--- src/sv/sfcd_pkg.sv ---
// Shared types, constants and the CRC-8 step for the sensor frame CRC decoder.
`default_nettype none
package sfcd_pkg;

   localparam logic [7:0]  CRC_POLY    = 8'h31;
   localparam logic [7:0]  CRC_INIT    = 8'hFF;
   localparam logic [15:0] ID_MASK     = 16'h083F;
   localparam logic [15:0] ID_MATCH    = 16'h0807;
   localparam logic [14:0] TEMP_SPAN   = 15'd17500;
   localparam logic [14:0] TEMP_OFFSET = 15'd4500;
   localparam logic [13:0] HUMI_SPAN   = 14'd10000;

   typedef enum logic [1:0] {
      STATUS_OK          = 2'd0,
      STATUS_CRC_ERROR   = 2'd1,
      STATUS_ID_MISMATCH = 2'd2
   } status_type;

   typedef enum logic [2:0] {
      POS_W0_HIGH = 3'd0,
      POS_W0_LOW  = 3'd1,
      POS_W0_CRC  = 3'd2,
      POS_W1_HIGH = 3'd3,
      POS_W1_LOW  = 3'd4,
      POS_W1_CRC  = 3'd5
   } pos_type;

   typedef enum logic {
      MODE_MEASURE  = 1'b0,
      MODE_IDENTITY = 1'b1
   } mode_type;

   typedef struct packed {
      status_type  status;
      logic        identity;
      logic [15:0] raw_first;
      logic [15:0] raw_second;
   } frame_type;

   function automatic logic [7:0] crc_feed(input logic [7:0] crc, input logic [7:0] data);
      logic [7:0] c;
      c = crc ^ data;
      for (int k = 0; k < 8; k++) begin
         c = c[7] ? ((c << 1) ^ CRC_POLY) : (c << 1);
      end
      return c;
   endfunction

endpackage
`default_nettype wire

--- src/sv/sfcd_if.sv ---
// Request, response and control register channels of the sensor frame CRC decoder.
`default_nettype none
interface sfcd_req_if;
   logic       valid;
   logic       ready;
   logic [7:0] rx_byte;
   logic       frame_start;
   modport source (output valid, output rx_byte, output frame_start, input ready);
   modport sink (input valid, input rx_byte, input frame_start, output ready);
endinterface

interface sfcd_rsp_if;
   logic               valid;
   logic               ready;
   logic [1:0]         status;
   logic [15:0]        raw_first;
   logic [15:0]        raw_second;
   logic signed [14:0] temperature;
   logic [13:0]        humidity;
   modport source (output valid, output status, output raw_first, output raw_second,
                   output temperature, output humidity, input ready);
   modport sink (input valid, input status, input raw_first, input raw_second,
                 input temperature, input humidity, output ready);
endinterface

interface sfcd_csr_if;
   logic valid;
   logic ready;
   logic frame_mode;
   modport source (output valid, output frame_mode, input ready);
   modport sink (input valid, input frame_mode, output ready);
endinterface
`default_nettype wire

--- src/sv/sensor_frame_crc_decoder.sv ---
// Sensor frame decoder: running CRC-8 check per word and conversion of finished frames.
// One request byte is accepted per cycle whenever the frame stage is free or moving on.
// After the last byte of a frame is accepted, one register stage holds the checked frame
// and the next holds the scaled values that go out on the response channel.
// Synchronous reset clears the byte position, the error flag, the mode register, both
// valid flags and sets the running CRC to its start value; no clearing pass is needed.
`default_nettype none
module sensor_frame_crc_decoder (
   input  wire logic  clock,
   input  wire logic  reset,
   sfcd_req_if.sink   req_chan,
   sfcd_rsp_if.source rsp_chan,
   sfcd_csr_if.sink   csr_chan
);
   import sfcd_pkg::*;

   mode_type    mode_ff;
   pos_type     pos_ff, pos_in, pos_cur;
   logic [7:0]  crc_ff, crc_in, crc_cur, crc_next;
   logic        err_ff, err_in, err_cur, err_word;
   logic [7:0]  high_ff, high_in;
   logic [15:0] first_ff, first_in;
   logic [15:0] second_ff, second_in;
   logic        emit;
   frame_type   frame;

   logic        accept, a_load, rsp_load;
   logic        a_valid_ff;
   frame_type   a_ff;

   logic               rsp_valid_ff;
   status_type         rsp_status_ff;
   logic [15:0]        rsp_first_ff, rsp_second_ff;
   logic signed [14:0] rsp_temp_ff, rsp_temp_in;
   logic [13:0]        rsp_humi_ff, rsp_humi_in;
   logic [30:0]        temp_prod;
   logic [29:0]        humi_prod;

   assign csr_chan.ready = 1'b1;

   always_ff @(posedge clock) begin
      if (reset) begin
         mode_ff <= MODE_MEASURE;
      end else if (csr_chan.valid) begin
         mode_ff <= mode_type'(csr_chan.frame_mode);
      end
   end

   assign rsp_load       = !rsp_valid_ff || rsp_chan.ready;
   assign a_load         = !a_valid_ff || rsp_load;
   assign req_chan.ready = a_load;
   assign accept         = req_chan.valid && a_load;

   // A start byte drops any partial frame and begins a new one.
   always_comb begin
      pos_cur  = req_chan.frame_start ? POS_W0_HIGH : pos_ff;
      crc_cur  = req_chan.frame_start ? CRC_INIT : crc_ff;
      err_cur  = req_chan.frame_start ? 1'b0 : err_ff;
      crc_next = crc_feed(crc_cur, req_chan.rx_byte);
      err_word = err_cur || (crc_cur != req_chan.rx_byte);
   end

   // Next state of the frame tracker.
   always_comb begin
      pos_in    = pos_cur;
      crc_in    = crc_cur;
      err_in    = err_cur;
      high_in   = high_ff;
      first_in  = first_ff;
      second_in = second_ff;
      unique case (pos_cur)
         POS_W0_HIGH, POS_W1_HIGH: begin
            high_in = req_chan.rx_byte;
            crc_in  = crc_next;
            pos_in  = pos_type'(pos_cur + 3'd1);
         end
         POS_W0_LOW: begin
            first_in = {high_ff, req_chan.rx_byte};
            crc_in   = crc_next;
            pos_in   = POS_W0_CRC;
         end
         POS_W1_LOW: begin
            second_in = {high_ff, req_chan.rx_byte};
            crc_in    = crc_next;
            pos_in    = POS_W1_CRC;
         end
         POS_W0_CRC: begin
            crc_in = CRC_INIT;
            if (mode_ff == MODE_MEASURE) begin
               pos_in = POS_W1_HIGH;
               err_in = err_word;
            end else begin
               pos_in = POS_W0_HIGH;
               err_in = 1'b0;
            end
         end
         POS_W1_CRC: begin
            crc_in = CRC_INIT;
            pos_in = POS_W0_HIGH;
            err_in = 1'b0;
         end
         default: begin
            high_in = req_chan.rx_byte;
            crc_in  = crc_next;
            pos_in  = POS_W0_LOW;
         end
      endcase
   end

   // Frame result at the last byte of a frame.
   always_comb begin
      emit             = 1'b0;
      frame.identity   = 1'b0;
      frame.raw_first  = first_ff;
      frame.raw_second = second_ff;
      frame.status     = err_word ? STATUS_CRC_ERROR : STATUS_OK;
      unique case (pos_cur)
         POS_W0_CRC: begin
            if (mode_ff == MODE_IDENTITY) begin
               emit             = 1'b1;
               frame.identity   = 1'b1;
               frame.raw_second = '0;
               if (!err_word && ((first_ff & ID_MASK) != ID_MATCH)) begin
                  frame.status = STATUS_ID_MISMATCH;
               end
            end
         end
         POS_W1_CRC: begin
            emit = 1'b1;
         end
         default: begin
            emit = 1'b0;
         end
      endcase
   end

   always_ff @(posedge clock) begin
      if (reset) begin
         pos_ff <= POS_W0_HIGH;
         crc_ff <= CRC_INIT;
         err_ff <= 1'b0;
      end else if (accept) begin
         pos_ff <= pos_in;
         crc_ff <= crc_in;
         err_ff <= err_in;
      end
   end

   always_ff @(posedge clock) begin
      if (accept) begin
         high_ff   <= high_in;
         first_ff  <= first_in;
         second_ff <= second_in;
      end
   end

   always_ff @(posedge clock) begin
      if (reset) begin
         a_valid_ff <= 1'b0;
      end else if (a_load) begin
         a_valid_ff <= accept && emit;
      end
   end

   always_ff @(posedge clock) begin
      if (accept && emit) begin
         a_ff <= frame;
      end
   end

   always_comb begin
      temp_prod   = 31'(TEMP_SPAN) * 31'(a_ff.raw_first);
      humi_prod   = 30'(HUMI_SPAN) * 30'(a_ff.raw_second);
      rsp_temp_in = a_ff.identity ? '0 : signed'(temp_prod[30:16] - TEMP_OFFSET);
      rsp_humi_in = a_ff.identity ? '0 : humi_prod[29:16];
   end

   always_ff @(posedge clock) begin
      if (reset) begin
         rsp_valid_ff <= 1'b0;
      end else if (rsp_load) begin
         rsp_valid_ff <= a_valid_ff;
      end
   end

   always_ff @(posedge clock) begin
      if (rsp_load && a_valid_ff) begin
         rsp_status_ff <= a_ff.status;
         rsp_first_ff  <= a_ff.raw_first;
         rsp_second_ff <= a_ff.raw_second;
         rsp_temp_ff   <= rsp_temp_in;
         rsp_humi_ff   <= rsp_humi_in;
      end
   end

   assign rsp_chan.valid       = rsp_valid_ff;
   assign rsp_chan.status      = rsp_status_ff;
   assign rsp_chan.raw_first   = rsp_first_ff;
   assign rsp_chan.raw_second  = rsp_second_ff;
   assign rsp_chan.temperature = rsp_temp_ff;
   assign rsp_chan.humidity    = rsp_humi_ff;

endmodule
`default_nettype wire

--- src/flat_wrapper.sv ---
// flat-port wrapper written by rule: the top's interface ports become plain ports
module sensor_frame_crc_decoder_flat import sfcd_pkg::*;
  (clock, reset, req_chan_valid, req_chan_rx_byte, req_chan_frame_start, req_chan_ready, rsp_chan_valid, rsp_chan_status, rsp_chan_raw_first, rsp_chan_raw_second, rsp_chan_temperature, rsp_chan_humidity, rsp_chan_ready, csr_chan_valid, csr_chan_frame_mode, csr_chan_ready);
  sfcd_req_if req_chan_i ();
  sfcd_rsp_if rsp_chan_i ();
  sfcd_csr_if csr_chan_i ();
  input  wire logic clock;
  input  wire logic reset;
  input wire logic [$bits(req_chan_i.valid)-1:0] req_chan_valid;
  input wire logic [$bits(req_chan_i.rx_byte)-1:0] req_chan_rx_byte;
  input wire logic [$bits(req_chan_i.frame_start)-1:0] req_chan_frame_start;
  output wire logic [$bits(req_chan_i.ready)-1:0] req_chan_ready;
  output wire logic [$bits(rsp_chan_i.valid)-1:0] rsp_chan_valid;
  output wire logic [$bits(rsp_chan_i.status)-1:0] rsp_chan_status;
  output wire logic [$bits(rsp_chan_i.raw_first)-1:0] rsp_chan_raw_first;
  output wire logic [$bits(rsp_chan_i.raw_second)-1:0] rsp_chan_raw_second;
  output wire logic [$bits(rsp_chan_i.temperature)-1:0] rsp_chan_temperature;
  output wire logic [$bits(rsp_chan_i.humidity)-1:0] rsp_chan_humidity;
  input wire logic [$bits(rsp_chan_i.ready)-1:0] rsp_chan_ready;
  input wire logic [$bits(csr_chan_i.valid)-1:0] csr_chan_valid;
  input wire logic [$bits(csr_chan_i.frame_mode)-1:0] csr_chan_frame_mode;
  output wire logic [$bits(csr_chan_i.ready)-1:0] csr_chan_ready;
  assign req_chan_i.valid = req_chan_valid;
  assign req_chan_i.rx_byte = req_chan_rx_byte;
  assign req_chan_i.frame_start = req_chan_frame_start;
  assign req_chan_ready = req_chan_i.ready;
  assign rsp_chan_valid = rsp_chan_i.valid;
  assign rsp_chan_status = rsp_chan_i.status;
  assign rsp_chan_raw_first = rsp_chan_i.raw_first;
  assign rsp_chan_raw_second = rsp_chan_i.raw_second;
  assign rsp_chan_temperature = rsp_chan_i.temperature;
  assign rsp_chan_humidity = rsp_chan_i.humidity;
  assign rsp_chan_i.ready = rsp_chan_ready;
  assign csr_chan_i.valid = csr_chan_valid;
  assign csr_chan_i.frame_mode = csr_chan_frame_mode;
  assign csr_chan_ready = csr_chan_i.ready;
  sensor_frame_crc_decoder u_core (.clock(clock), .reset(reset), .req_chan(req_chan_i), .rsp_chan(rsp_chan_i), .csr_chan(csr_chan_i));
endmodule
--- config.mk ---
export PLATFORM = sky130hd
export DESIGN_NAME = sensor_frame_crc_decoder_flat
export DESIGN_NICKNAME = d
export VERILOG_FILES = /design/src/sv/sfcd_pkg.sv /design/src/sv/sfcd_if.sv /design/src/sv/sensor_frame_crc_decoder.sv /design/src/flat_wrapper.sv
export SDC_FILE = /design/constraint.sdc
export NUM_CORES = 1
export LEC_CHECK = 0
export CAP_MARGIN = 20
export CORE_MARGIN = 5
export CORE_UTILIZATION = 44
export CTS_CLUSTER_SIZE = 24
export DETAILED_ROUTE_END_ITERATION = 6
export DONT_BUFFER_PORTS = 1
export PLACE_DENSITY = 0.63
export SLEW_MARGIN = 20
export SYNTH_ARGS = -nofsm -noshare
export SYNTH_HDL_FRONTEND = slang
export SYNTH_SLANG_ARGS = --single-unit
--- constraint.sdc ---
create_clock -name clock -period 10.8 [get_ports clock]
set_input_delay 1.08 -clock clock [delete_from_list [all_inputs] [get_ports clock]]
set_output_delay 1.08 -clock clock [all_outputs]
set_load 0.005 [all_outputs]
==> flow_summary.yaml, run 1 <==
outcome:
  status: "complete, no violations"
place:
  pre_cts_ws_ns: 4.89
  gp_congestion: 0.884
  dpl.hpwl_mm: 15.5
  portBuffers: 0
routing:
  drt_iter0_markers: 407
  dr.pass1.iters: 4
  via_per_inst: 4.87
  num_vias: 6430
  wl_per_cell_um: 15.0
  drc: 0
  routed_wl_mm: 19.8
  ant_nets: 0
synth:
  netlist_area_mm2: 0.0111
  synth.net_count: 1228
  postSynthCellCount: 966
  synth_flop_cell: "edfxtp_1"
  yosysSeqAreaShare_pct: 39.9
  synth_warnings: 0
  ys_types: 62
  syn_avg_cell_area_um2: 11.5
  synth_edf_count: 138
  synth_seq_cells: 153
  synth-async-reset-ratio_pct: 0
global_routing:
  antenna_found_initial: 0
  gr-usage-met3_pct: 3.84
  grt-ovfl-total: 0
  grt_max_degree: 64
  grt_pass1_wl_mm: 34.0
  grt_pass1_vias: 6562
  grt_usage_pct: 14.7
  use_met1_pct: 21.2
  use_met2_pct: 22.7
  busiest_layer: "met2"
clocking:
  clock_sinks: 153
  cts_tree: "built"
  cts.path.max_buffers: 2
  cts.clk_slew.worst_paths_ns: 0.06
  cts_hold_buffers: 0
  numCtsBuffers: 17
  htreeDepth: 4
  ctsResizeCount: 0
  clock_latency_ns: 0.42
  post-cts-setup-buffers: 0
  root_buffer: "clkbuf_16"
sta:
  period_share_pct: 54.9
  slew_headroom_pct: 31.4
  period_needed_ns: 5.93
  rsz0062_at_grt: "no"
  slew_viol_final: 0
  worst_pin_slew_ns: 1.03
  final.setup.tns_ns: 0
  max_freq_mhz: 169
  final.setup_skew_ns: 0.00909
  final_hold_viol_count: 0
  hold_ws_ns: 0.415
  setup_viol: 0
  timing.final.ws_setup_ns: 4.87
finish:
  diodes: 0
  fin_nets: 1238
  drive_gt1_share_pct: 5.26
  final_cell_mix: "201 x inv_1, 169 x ha_1, 138 x edfxtp_1"
  syn_to_final_growth_pct: 9.07
  layout_commonest_cell: "inv_1"
power:
  vdd_ir_drop_max_mv: 0.0823
  switching_power_uw: 322
  p_comb_share_pct: 8.1
  seqPwrFrac_pct: 47.3
  powerDensity_mw_per_mm2: 115
  total_power_mw: 1.40
  cellLeakagePower_nw: 5.46
  internal_power_mw: 1.08
  switching_share_pct: 23.0
  p_clk_share_pct: 44.6
floorplanning:
  ios: 81
  core-area_mm2: 0.0250
  dieArea_mm2: 0.0286
  fp.dieW_um: 169
  initial_core_util_pct: 44.5
  rows: 58
  fp.dieH_um: 169
setup_path:
  cp.arrival_ns: 6.09
  crit_chain: "ha_1, inv_1, fa_1, inv_1, ha_1, fa_1, inv_1, fa_1, inv_1, ha_1, and2_1, a221oi_1, o21bai_1, o21ai_0, xor2_1, o211ai_1, and3_4, a211o_1, a22oi_2, mux2_1"
  path_max_fanout: 7
  critical_path_buf_inv_count: 4
  crit_family: "adder cells"
  cpMaxStageDelayCell: "edfxtp_1"
  crit_path_start_kind: "flip-flop"
  crit_top_cell: "inv_1"
  slowest_delay_ns: 0.53
  cp-end-kind: "flip-flop"
  worstPathRequired_ns: 10.96
  worst-setup-path-type: "flip-flop to flip-flop"
hold_path:
  hold_class: "flip-flop to flip-flop"
job:
  drv_cap: 0
## kinds of logic (layout without fill, tap and decap cells)
family | after synthesis | after routing | synth area share (%)
buffers and inverters | 213 | 236 | 7.23
XOR/XNOR | 47 | 47 | 3.76
AO/OA/AOI/OAI | 114 | 114 | 6.81
multiplexers | 6 | 6 | 0.572
adder cells (fa/ha/maj) | 247 | 247 | 33.0
AND/OR/NAND/NOR | 185 | 185 | 8.74
flip-flops | 153 | 153 | 39.9
other | 1 | 1 | 0.0336
## worst paths after layout
| check | from | endpoint | slack (ns) | cells past startpoint |
|---|---|---|---|---|
| worst max-delay path | u_core.a_ff[29] | u_core.rsp_chan.temperature[10] | 4.87 | 20 |
| worst min-delay path | u_core.a_ff[34] | u_core.rsp_chan.status[1] | 0.42 | 0 |
| worst max register to register | u_core.a_ff[29] | u_core.rsp_chan.temperature[10] | 4.87 | 20 |
| worst min register to register | u_core.a_ff[34] | u_core.rsp_chan.status[1] | 0.42 | 0 |
## layout make-up
class	count	area (µm²)
fillers	2264	12900
multi-input cells	600	5910
flip-flops and latches	153	4440
inverters	201	754
clock buffers	18	429
well taps	330	413
clock inverters	14	185
repair buffers	3	22.5
## flip-flops by register name (all words and copies together), names as in the netlist
name                         count
u_core.crc_ff                    8
u_core.rsp_chan.valid            1
u_core.rsp_chan.humidity        14
u_core.a_valid_ff                1
u_core.rsp_chan.raw_first       16
u_core.second_ff                16
u_core.rsp_chan.status           2
u_core.err_ff                    1
u_core.rsp_chan.raw_second      16
u_core.first_ff                 16
u_core.a_ff                     35
u_core.high_ff                   8
u_core.mode_ff                   1
u_core.rsp_chan.temperature     15
u_core.pos_ff                    3
## worst register-to-register path, stage by stage, from the launching register on
cell and delay [ns]:
edfxtp_1 0.53, ha_1 0.34, inv_1 0.05, fa_1 0.51
inv_1 0.05, ha_1 0.29, fa_1 0.48, inv_1 0.05
fa_1 0.53, inv_1 0.04, ha_1 0.37, and2_1 0.19
a221oi_1 0.38, o21bai_1 0.20, o21ai_0 0.14, xor2_1 0.32
o211ai_1 0.20, and3_4 0.25, a211o_1 0.30, a22oi_2 0.13
mux2_1 0.33
## cell usage after synthesis (15+ instances only)
master / instances / area share [%]
xnor2_1: 29 / 2.3
and2_1: 22 / 1.2
o21ai_0: 22 / 0.99
edfxtp_1: 138 / 37
nand2b_1: 19 / 1.1
dfxtp_1: 15 / 2.7
fa_1: 78 / 14
a21oi_1: 34 / 1.5
ha_1: 169 / 19
xor2_1: 17 / 1.3
nand2_1: 22 / 0.74
inv_1: 201 / 6.8
nor2_1: 57 / 1.9
## stage by stage
step,instances,utilization [%],instance area (µm²)
finish,1319,48.6,12200
floorplan,966,-,11100
global route,1319,48.6,12200
CTS,1319,48.6,12200
global placement,1287,46.1,11500
detailed placement,1287,46.1,11500
## per-layer routing
layer / vias up / share of wire [%]
met2: 114 / 45
met4: 0 / 0.80
met3: 11 / 4.6
met1: 3031 / 50
li1: 3274 / -
met5: - / 0
## power groups by stage
stage	sequential [mW]	clock (mW)	combinational [mW]
6_report	0.661	0.623	0.114
5_1_grt	0.663	0.666	0.130
4_1_cts	0.661	0.641	0.115
3_5_place_dp	0.674	0	0.114
3_3_place_gp	0.674	0	0.113
2_1_floorplan	0.671	0	0.0983
No activity file was read; power rests on OpenSTA's default activity.
==> inputs of run 2 (changes only) <==
- ABC_AREA: unset -> 1
- clock period: 10.8 -> 6 ns (I/O delays scaled with it)
==> flow_summary.yaml, run 2 <==
synth:
  synth.net_count: 1499
  yosysTopAreaCell: "edfxtp_1"
  yosys-top-cells-count: "295 x inv_1, 191 x nand2_1, 169 x ha_1"
  syn_avg_cell_area_um2: 9.56
  yosysMostFrequentCell: "inv_1"
  synth_edf_count: 138
  ys_types: 45
  netlist_top_cells_area: "edfxtp_1 35%, ha_1 18%, fa_1 13%"
  postSynthCellCount: 1237
  synth_warnings: 0
  netlist.area_leader.share_pct: 35.1
  synth_seq_cells: 153
  yosysSeqAreaShare_pct: 37.6
  synth_flop_cell: "edfxtp_1"
  synth-async-reset-ratio_pct: 0
  netlist_area_mm2: 0.0118
sta:
  max_freq_mhz: 194
  final.setup.tns_ns: 0
  period_needed_ns: 5.15
  final_hold_viol_count: 0
  period_share_pct: 85.8
  slew_viol_final: 0
  worst_pin_slew_ns: 0.834
  rsz0062_at_grt: "no"
  final.setup_skew_ns: 0.0173
  setup_viol: 0
  timing.final.ws_setup_ns: 0.855
  hold_ws_ns: 0.221
  slew_headroom_pct: 44.4
routing:
  drc: 0
  dr.pass1.iters: 5
  wl_per_cell_um: 15.1
  routed_wl_mm: 24.2
  drt_iter0_markers: 398
  via_per_inst: 4.87
  ant_nets: 0
  num_vias: 7815
setup_path:
  path_max_fanout: 7
  cp-end-kind: "flip-flop"
  worst-setup-path-type: "flip-flop to flip-flop"
  crit_path_start_kind: "flip-flop"
  worstPathRequired_ns: 6.18
  slowest_delay_ns: 0.55
  cpMaxStageDelayCell: "edfxtp_1"
  cp.arrival_ns: 5.32
floorplanning:
  core-area_mm2: 0.0267
  initial_core_util_pct: 44.2
  fp.dieH_um: 174
  fp.dieW_um: 174
  ios: 81
  rows: 60
  dieArea_mm2: 0.0302
power:
  vdd_ir_drop_max_mv: 0.202
  powerDensity_mw_per_mm2: 193
  cellLeakagePower_nw: 6.22
outcome:
  status: "complete, no violations"
clocking:
  numCtsBuffers: 17
  cts.clk_slew.worst_paths_ns: 0.07
  post-cts-setup-buffers: 0
  cts_tree: "built"
  cts.path.max_buffers: 2
  clock_sinks: 153
  root_buffer: "clkbuf_16"
  ctsResizeCount: 0
  htreeDepth: 4
  clock_latency_ns: 0.44
  cts_hold_buffers: 0
finish:
  final_cell_mix: "295 x inv_1, 191 x nand2_1, 169 x ha_1"
  utilization_pct: 48.1
  layout_commonest_cell: "inv_1"
  top_register: "u_core.a_ff"
  drive_gt1_share_pct: 5.54
  largest_reg_flops: 35
  diodes: 0
  syn_to_final_growth_pct: 8.82
  fin_nets: 1513
place:
  portBuffers: 0
  pre_cts_ws_ns: 0.841
  dpl.hpwl_mm: 19.3
  gp_congestion: 0.884
hold_path:
  hold_class: "input port to flip-flop"
job:
  drv_cap: 0
global_routing:
  grt-ovfl-total: 0
  grt_pass1_vias: 7800
  grt_max_degree: 64
  antenna_found_initial: 0
  grt_pass1_wl_mm: 40.8
  grt_usage_pct: 16.7
## run 2: changes by cell type after synthesis, sizes merged, moves of 25 or more
cell,delta
nor2,+29
inv,+96
a21oi,+43
o21ai,+25
nand3,+32
nand2,+181
## run 2: through the flow
step,instance area [µm²],instances,total power [mW]
after floorplan,11800,1237,1.37
after global placement,12200,1573,1.40
after detailed placement,12200,1573,1.40
after CTS,12900,1605,2.52
after global routing,12900,1605,2.60
final,12900,1605,2.49
## run 2: final cells by class
cell class	count	area (µm²)
Tap cell	341	427
Fill cell	2470	13900
Clock buffer	20	479
Clock inverter	12	138
Multi-Input combinational cell	776	6220
Sequential cell	153	4440
Timing Repair Buffer	4	30.0
Inverter	299	1120
## run 2: cells by family (layout without fill, tap and decap cells)
logic type / count (synthesis) / in the layout / synth area share, %
buf+inv: 308 / 335 / 9.92
fa+ha+maj: 247 / 247 / 31.1
simple gates: 366 / 366 / 13.5
flops: 153 / 153 / 37.6
xor+xnor: 17 / 17 / 1.26
other cells: 1 / 1 / 0.0317
compound gates: 145 / 145 / 6.58
## run 2: worst max-delay path: cells and delay by family, from the launching register on
family                     cells  cell delay (ns)
AOI/OAI and AO/OA              1             0.17
buffers and inverters          7             0.38
adders and majority gates      7             2.65
and+or+nand+nor               14             1.13
DFF                            1             0.55
## run 2: per-layer routing
| metal | track usage, % | wire [µm] |
|---|---|---|
| met1 | 23.6 | 11800 |
| met2 | 25.4 | 10600 |
| met3 | 5.57 | 1600 |
| met4 | 3.20 | 220 |
| met5 | 0 | 0 |
## run 2: report_power, final
| part | leakage (nW) | internal [mW] | switching, mW | total, mW |
|---|---|---|---|---|
| Combinational | 4.55 | 0.0746 | 0.125 | 0.200 |
| Clock | 0.304 | 0.608 | 0.497 | 1.10 |
| Sequential | 1.37 | 1.17 | 0.0105 | 1.18 |
| Total | 6.22 | 1.85 | 0.632 | 2.49 |
## run 2: path summary, 6_finish.rpt
check | start | endpoint | slack, ns | cells past startpoint
worst max-delay path | u_core.a_ff[26] | u_core.rsp_chan.temperature[14] | 0.85 | 29
worst min-delay path | reset | u_core.pos_ff[1] | 0.22 | 1
worst max register to register | u_core.a_ff[26] | u_core.rsp_chan.temperature[14] | 0.85 | 29
worst min register to register | u_core.first_ff[15] | u_core.a_ff[31] | 0.42 | 0
==> inputs of run 3 (changes only) <==
- CAP_MARGIN: 20 -> unset
- CORE_UTILIZATION: 44 -> 45
- PLACE_DENSITY: 0.63 -> 0.64
==> flow_summary.yaml, run 3 (synthesized netlist as in run 2, its figures left out) <==
sta:
  period_needed_ns: 5.18
  slew_headroom_pct: 43.2
  setup_viol: 0
  period_share_pct: 86.4
  final_hold_viol_count: 0
  final.setup_skew_ns: 0.0200
  timing.final.ws_setup_ns: 0.818
  max_freq_mhz: 193
  final.setup.tns_ns: 0
  rsz0062_at_grt: "no"
  slew_viol_final: 0
  worst_pin_slew_ns: 0.852
setup_path:
  crit_top_cell: "inv_1"
  critical_path_buf_inv_count: 9
  cp.arrival_ns: 5.35
  slowest_delay_ns: 0.53
  crit_family: "adder cells"
  crit_path_start_kind: "flip-flop"
  worst-setup-path-type: "flip-flop to flip-flop"
  cpMaxStageDelayCell: "edfxtp_1"
  worstPathRequired_ns: 6.17
  cp-end-kind: "flip-flop"
  path_max_fanout: 7
routing:
  wl_per_cell_um: 14.9
  routed_wl_mm: 23.9
  ant_nets: 0
  dr.pass1.iters: 5
  drc: 0
  num_vias: 7815
  drt_iter0_markers: 507
  via_per_inst: 4.88
finish:
  diodes: 0
  layout_commonest_cell: "inv_1"
  fin_cells: 1600
  design_area_mm2: 0.0129
  fin_nets: 1514
  drive_gt1_share_pct: 5.53
  largest_reg_flops: 35
  top_register: "u_core.a_ff"
  syn_to_final_growth_pct: 8.75
  final_cell_mix: "295 x inv_1, 191 x nand2_1, 169 x ha_1"
global_routing:
  antenna_found_initial: 0
  grt_usage_pct: 16.9
  grt_max_degree: 64
  grt-ovfl-total: 0
  grt_pass1_vias: 7751
  grt_pass1_wl_mm: 39.5
clocking:
  ctsResizeCount: 0
  clock_sinks: 153
  post-cts-setup-buffers: 0
  root_buffer: "clkbuf_16"
  cts_hold_buffers: 0
  cts_tree: "built"
  cts.path.max_buffers: 2
  clock_latency_ns: 0.43
  numCtsBuffers: 17
  htreeDepth: 4
  cts.clk_slew.worst_paths_ns: 0.07
job:
  drv_cap: 0
place:
  dpl.cell_count: 1568
  gp_congestion: 0.913
  dpl.hpwl_mm: 19.2
  dpl-instance-area_mm2: 0.0122
  portBuffers: 0
  pre_cts_ws_ns: 0.850
floorplanning:
  core-area_mm2: 0.0260
  initial_core_util_pct: 45.5
  dieArea_mm2: 0.0296
  rows: 59
  fp.dieH_um: 172
  ios: 81
  fp.dieW_um: 172
power:
  cellLeakagePower_nw: 6.22
  powerDensity_mw_per_mm2: 193
  vdd_ir_drop_max_mv: 0.193
  total_power_mw: 2.48
hold_path:
  hold_class: "input port to flip-flop"
outcome:
  status: "complete, no violations"
run 3: worst paths after layout:
| kind | slack [ns] | endpoint | cells past startpoint | from |
|---|---|---|---|---|
| worst min register to register | 0.42 | u_core.a_ff[25] | 0 | u_core.first_ff[9] |
| worst max-delay path | 0.82 | u_core.rsp_chan.temperature[14] | 30 | u_core.a_ff[29] |
| worst max register to register | 0.82 | u_core.rsp_chan.temperature[14] | 30 | u_core.a_ff[29] |
| worst min-delay path | 0.23 | u_core.a_valid_ff | 1 | reset |
run 3: through the flow:
stage | hold slack, ns | util, %
global placement | 0.404 | 47.1
detailed placement | 0.405 | 47.1
CTS | 0.218 | 49.5
finish | 0.230 | 49.5
floorplan | 0.400 | -
global route | 0.207 | 49.5
run 3: where the power goes:
part           switching [mW]  internal [mW]  leakage (nW)  total (mW)
clock network           0.470          0.633         0.297        1.10
registers              0.0100           1.17          1.37        1.18
logic                   0.125         0.0748          4.55       0.199
total                   0.604           1.88          6.22        2.48
run 3: layer usage:
layer  share of wire [%]  global-route usage [%]  up-vias
met1                  49                    23.7     3641
met4                0.94                    3.59        0
met5                   0                       0        -
li1                    -                       -     4020
met2                  44                    26.2      136
met3                 6.2                    4.89       18
run 3: cell type report:
cell class / instances / area (µm²)
multi-input cells: 776 / 6220
repair buffers: 5 / 37.5
flip-flops and latches: 153 / 4440
clock inverters: 14 / 183
inverters: 299 / 1120
clock buffers: 18 / 429
fillers: 2409 / 13100
well taps: 335 / 419
